**src/rtl/ryx_pkg.sv**
```systemverilog
// ryx_pkg: widths, matrix coefficients and pipeline types for the rgb-to-yxy converter
// depends on nothing; used by the interfaces and all rtl modules
package ryx_pkg;

   localparam int CompW  = 24;               // q8.16 color component
   localparam int CoefW  = 16;               // q0.16 coefficient
   localparam int ProdW  = CompW + CoefW;    // one product
   localparam int SumW   = ProdW + 1;        // one of x, y, z
   localparam int WsumW  = SumW + 1;         // x + y + z
   localparam int ChromW = 16;               // q0.16 chromaticity
   localparam int QuotW  = ChromW + 1;       // rounded ratio can reach 65536
   localparam int NumW   = SumW + ChromW + 1; // shifted numerator plus half divisor
   localparam int RemW   = WsumW;
   localparam int LowW   = QuotW;            // numerator bits shifted in one per step
   localparam int Steps  = QuotW;

   typedef logic [CoefW-1:0] coef_type;
   localparam coef_type Coef [3][3] = '{
      '{16'd27031, 16'd23434, 16'd11824},
      '{16'd13938, 16'd46869, 16'd4730},
      '{16'd1267,  16'd7811,  16'd62274}
   };

   typedef struct packed {
      logic [CompW-1:0] red;
      logic [CompW-1:0] green;
      logic [CompW-1:0] blue;
   } pixel_type;

   // matrix output handed to the divider
   typedef struct packed {
      logic [SumW-1:0]  sum_x;
      logic [SumW-1:0]  sum_y;
      logic [WsumW-1:0] sum_w;
      logic [CompW-1:0] luma;
      logic             zero;
   } xyz_type;

   // one divider stage, both ratios side by side
   typedef struct packed {
      logic [RemW-1:0]  den;
      logic [RemW-1:0]  rem_x;
      logic [RemW-1:0]  rem_y;
      logic [LowW-1:0]  low_x;
      logic [LowW-1:0]  low_y;
      logic [QuotW-1:0] quo_x;
      logic [QuotW-1:0] quo_y;
      logic [CompW-1:0] luma;
      logic             zero;
   } div_type;

endpackage

```
**src/rtl/ryx_matrix.sv**
```systemverilog
// ryx_matrix: 3x3 matrix in three stages (products, row sums, total and luma)
// depends on ryx_pkg
module ryx_matrix (
   input  logic               clock,
   input  logic               reset,
   input  logic               enable,
   input  logic               in_valid,
   input  ryx_pkg::pixel_type in_pixel,
   output logic               out_valid,
   output ryx_pkg::xyz_type   out_xyz
);
   import ryx_pkg::*;

   logic [2:0]            valid_ff, valid_in;
   logic [ProdW-1:0]      prod_ff [3][3];
   logic [ProdW-1:0]      prod_in [3][3];
   logic [SumW-1:0]       sum_ff [3];
   logic [SumW-1:0]       sum_in [3];
   xyz_type               xyz_ff, xyz_in;
   logic [CompW-1:0]      comp [3];
   logic [SumW-1:0]       luma_round;

   assign comp[0] = in_pixel.red;
   assign comp[1] = in_pixel.green;
   assign comp[2] = in_pixel.blue;

   assign valid_in = {valid_ff[1:0], in_valid};

   always_comb begin
      for (int r = 0; r < 3; r++) begin
         for (int c = 0; c < 3; c++) begin
            prod_in[r][c] = ProdW'(comp[c]) * ProdW'(Coef[r][c]);
         end
         sum_in[r] = SumW'(prod_ff[r][0]) + SumW'(prod_ff[r][1]) + SumW'(prod_ff[r][2]);
      end
   end

   always_comb begin
      // round half up to q8.16 and clamp to 24 bits
      luma_round        = sum_ff[1] + SumW'(32768);
      xyz_in.sum_x      = sum_ff[0];
      xyz_in.sum_y      = sum_ff[1];
      xyz_in.sum_w      = WsumW'(sum_ff[0]) + WsumW'(sum_ff[1]) + WsumW'(sum_ff[2]);
      xyz_in.luma       = (luma_round[SumW-1:CompW+16] != '0) ? '1
                                                               : luma_round[CompW+15:16];
      xyz_in.zero       = (xyz_in.sum_w == '0);
   end

   always_ff @(posedge clock) begin
      if (reset) begin
         valid_ff <= '0;
      end else if (enable) begin
         valid_ff <= valid_in;
      end
   end

   always_ff @(posedge clock) begin
      if (enable) begin
         prod_ff <= prod_in;
         sum_ff  <= sum_in;
         xyz_ff  <= xyz_in;
      end
   end

   assign out_valid = valid_ff[2];
   assign out_xyz   = xyz_ff;

endmodule

```
**config.mk**
```make
export PLATFORM = sky130hd
export DESIGN_NAME = ryx_matrix
export DESIGN_NICKNAME = d
export VERILOG_FILES = /design/src/rtl/ryx_pkg.sv /design/src/rtl/ryx_matrix.sv
export SDC_FILE = /design/constraint.sdc
export NUM_CORES = 2
export LEC_CHECK = 0
export BUFFER_PORTS_ARGS = -buffer_cell sky130_fd_sc_hd__buf_2
export CAP_MARGIN = 10
export CORE_UTILIZATION = 59
export DETAILED_ROUTE_END_ITERATION = 16
export PLACE_DENSITY = 0.82
export SYNTH_ARGS = -nofsm -noshare
export SYNTH_HDL_FRONTEND = slang
export SYNTH_SLANG_ARGS = --single-unit
export TNS_END_PERCENT = 20
```
**constraint.sdc**
```tcl
create_clock -name clock -period 5.8 [get_ports clock]
set_clock_uncertainty 0.2 [all_clocks]
set_input_delay 0.29 -clock clock [delete_from_list [all_inputs] [get_ports clock]]
set_output_delay 0.29 -clock clock [all_outputs]
set_load 0.01 [all_outputs]
```
==> metrics.md <==
| Metric | Value |
|---|---|
| Synthesis-to-finish area growth | 18.4% |
| DRC | 0 |
| Area after DPL | 84000 um2 |
| CTS tree | done |
| Reg clk slew, reported paths | 0.06 ns |
| HP Class | input pin to flip-flop |
| H-tree levels | 3 |
| Clk root buf | clkbuf_16 |
| Routability cong. | 1.03 |
| CP arrival | 5.99 ns |
| Post-Synth Adder-Cell Area | 48.2% |
| Mux share of post-synthesis cell area | 0.0681% |
| Largest family of logic cells by synthesized area | adder cells |
| Placement Setup Slack | -0.805 ns |
| Clock latency on the worst-skew pair | 0.65 ns |
| Crit end category | flip-flop |
| Clock buffer depth | 3 |
| Total CTS buffers | 68 |
| Die Span Y | 355 um |
| Input/output buffers | 225 |
| Drt wl/cell | 23.5 um |
| Setup crit start kind | input pin |
| Total track usage | 35.6% |
| Max Cap Viol | 0 |
| RSZ-0062 raised after global routing | true |
| Initial drt markers | 4668 |
| EDFF count, synth | 596 |
| Core box area | 124000 um2 |
| Die width | 355 um |
| Simple-gate area share of the yosys netlist | 6.04% |
| Prevailing post-synth register cell | edfxtp_1 |
| Post-layout min period | 5.72 ns |
| Crit path max fanout | 7 |
| DP HPWL | 192 mm |
| Initial antenna violation count | 19 |
| Syn avg cell area | 11.2 um2 |
| Dominant cells by area after synthesis | fa_1 (28%), edfxtp_1 (24%), ha_1 (20%), inv_1 (6.8%), xnor2_1 (3.7%) |
| Grt ovf | 0 |
| XOR/XNOR Fraction of Synth Area | 5.16% |
| Compound-Gate Fraction of Synth Area | 9.12% |
| Max frequency | 175 MHz |
| Ys async rst share | 0% |
| Synth area leader | fa_1 |
| Initial core utilization | 59.4% |
| Post-synthesis net count | 8818 |
| Vias post-DR | 54200 |
| First-pass GRT wire length | 333 mm |
| DRT Pass-1 Iters | 6 |
| Slew HR | 14.0% |
| Largest net degree at the start of global routing | 153 |
| Synth cell types | 84 |
| Final core occ | 70.4% |
| Cell Area, Synth | 73500 um2 |
| Die area | 126000 um2 |
| Top-area cell type share of the netlist area | 28.5% |
| WP data required | 6.07 ns |
| Routed vias/inst | 5.74 |
| Syn Inst Count | 6537 |
| Clk sink count | 599 |
| Post-layout nets | 10000 |
| Post-DRT Antenna Nets | 0 |
| Status | finished clean |
| Hold Slack | 0.0288 ns |
| Number of synthesized register bits | 599 |
| Final Max Slew Viols | 0 |
| Yosys warns | 0 |
| R2r setup slk | 0.09 ns |
| Vias in the first global route | 56800 |
| Final Worst Setup Slack | 0.0783 ns |
| Endpoints failing hold | 0 |
| Crit path kind | input pin to flip-flop |
| Cell area after layout | 87000 um2 |
| Layout cells sized above 1 | 18.1% |
| Synth top cells by count | inv_1 (1340), ha_1 (1159), fa_1 (1046) |
| Final WL | 222 mm |
| Setup-failing EPs final | 0 |
| Num ports | 226 |
| Worst slew pin tran | 1.29 ns |
| Most instantiated library cell after synthesis | inv_1 |
| Seq/Total Area, Yosys | 24.4% |
| Std cell rows | 129 |
| Final Cycle Share | 98.7% |
-- path summary, 6_finish.rpt --
path                     start  depth (start not counted)            to
setup / recovery  in_pixel[27]                         24  prod_ff[316]
hold / removal    in_pixel[50]                          2  prod_ff[203]
setup reg to reg     sum_ff[1]                         16    out_xyz[0]
hold reg to reg     sum_ff[45]                          0   out_xyz[71]
-- flip-flops by register name, indices dropped and copies added, names as in the netlist --
name,count
out_xyz,149
prod_ff,324
sum_ff,123
valid_ff,3
-- layer usage --
metal / track usage (%) / vias to the layer above / wire (um)
met2: 59.1 / 2097 / 106000
met1: 45.4 / 27200 / 86700
met4: 18.7 / 16 / 13800
li1: - / 24400 / -
met5: 0 / - / 116
met3: 5.39 / 587 / 15500
-- area by class of cell --
class / instances / area [um2]
tap: 1637 / 2050
multi-input combinational: 4575 / 51100
fill: 8886 / 36600
timing repair buffer: 1171 / 8570
antenna: 1 / 2.50
sequential: 599 / 18000
inverter: 1340 / 5030
clock inverter: 44 / 558
clock buffer: 80 / 1750
-- what timing repair did --
item | 4_1_cts | 5_1_grt
setup endpoints to repair | 19 | 61
buffers inserted | 0 | 5
resized for setup | 18 | 139
hold buffers | 10 | 0
hold endpoints to repair | 41 | 0
pin swaps | 5 | 67
-- critical path, cell delays in order --
cell and delay (ns):
clkbuf_4 0.19, ha_2 0.21, inv_1 0.06, fa_1 0.50
fa_2 0.62, inv_2 0.05, fa_1 0.47, inv_1 0.05
fa_1 0.50, fa_1 0.60, inv_2 0.06, ha_4 0.26
o21ai_1 0.05, a31oi_1 0.24, o21ai_1 0.16, a211o_1 0.36
o21ai_2 0.19, buf_6 0.13, nand4_1 0.11, a21o_1 0.24
a21oi_2 0.16, buf_4 0.15, a41o_1 0.18, xor2_1 0.17
-- cell families after synthesis --
| kind of cell | Yosys count |
|---|---|
| and+or+nand+nor | 892 |
| muxes | 5 |
| adders and majority gates | 2205 |
| DFF | 599 |
| AOI/OAI and AO/OA | 1040 |
| buffers and inverters | 1363 |
| xor gates and xnor gates | 433 |
-- metrics by stage --
stage,TNS (ns),std cells
2_1_floorplan,-0.391,6537
6_report,0,9447
5_1_grt,-0.789,9447
3_3_place_gp,-38.39,9307
3_5_place_dp,-45.30,9307
4_1_cts,0,9441
-- cells in the final DEF, fill, tap and decap left out, drive strengths merged, types with 24 or more instances in the layout --
cell type  count
and2          26
inv         1347
and3          48
ha          1159
xnor2        310
a211oi        31
a21boi        24
clkinv        26
nand3         60
a31oi         34
o21ai        166
o21a          56
nand4         34
nor3          61
clkbuf        89
or3           24
buf         1152
xor2         123
o21bai        54
nand2        182
a21o         164
a21oi        353
edfxtp       596
nor2b         62
fa          1046
nand2b        79
nor2         249
Power is not shown: default switching activity piles up to over one toggle a cycle in this logic, so the estimate is an artifact.
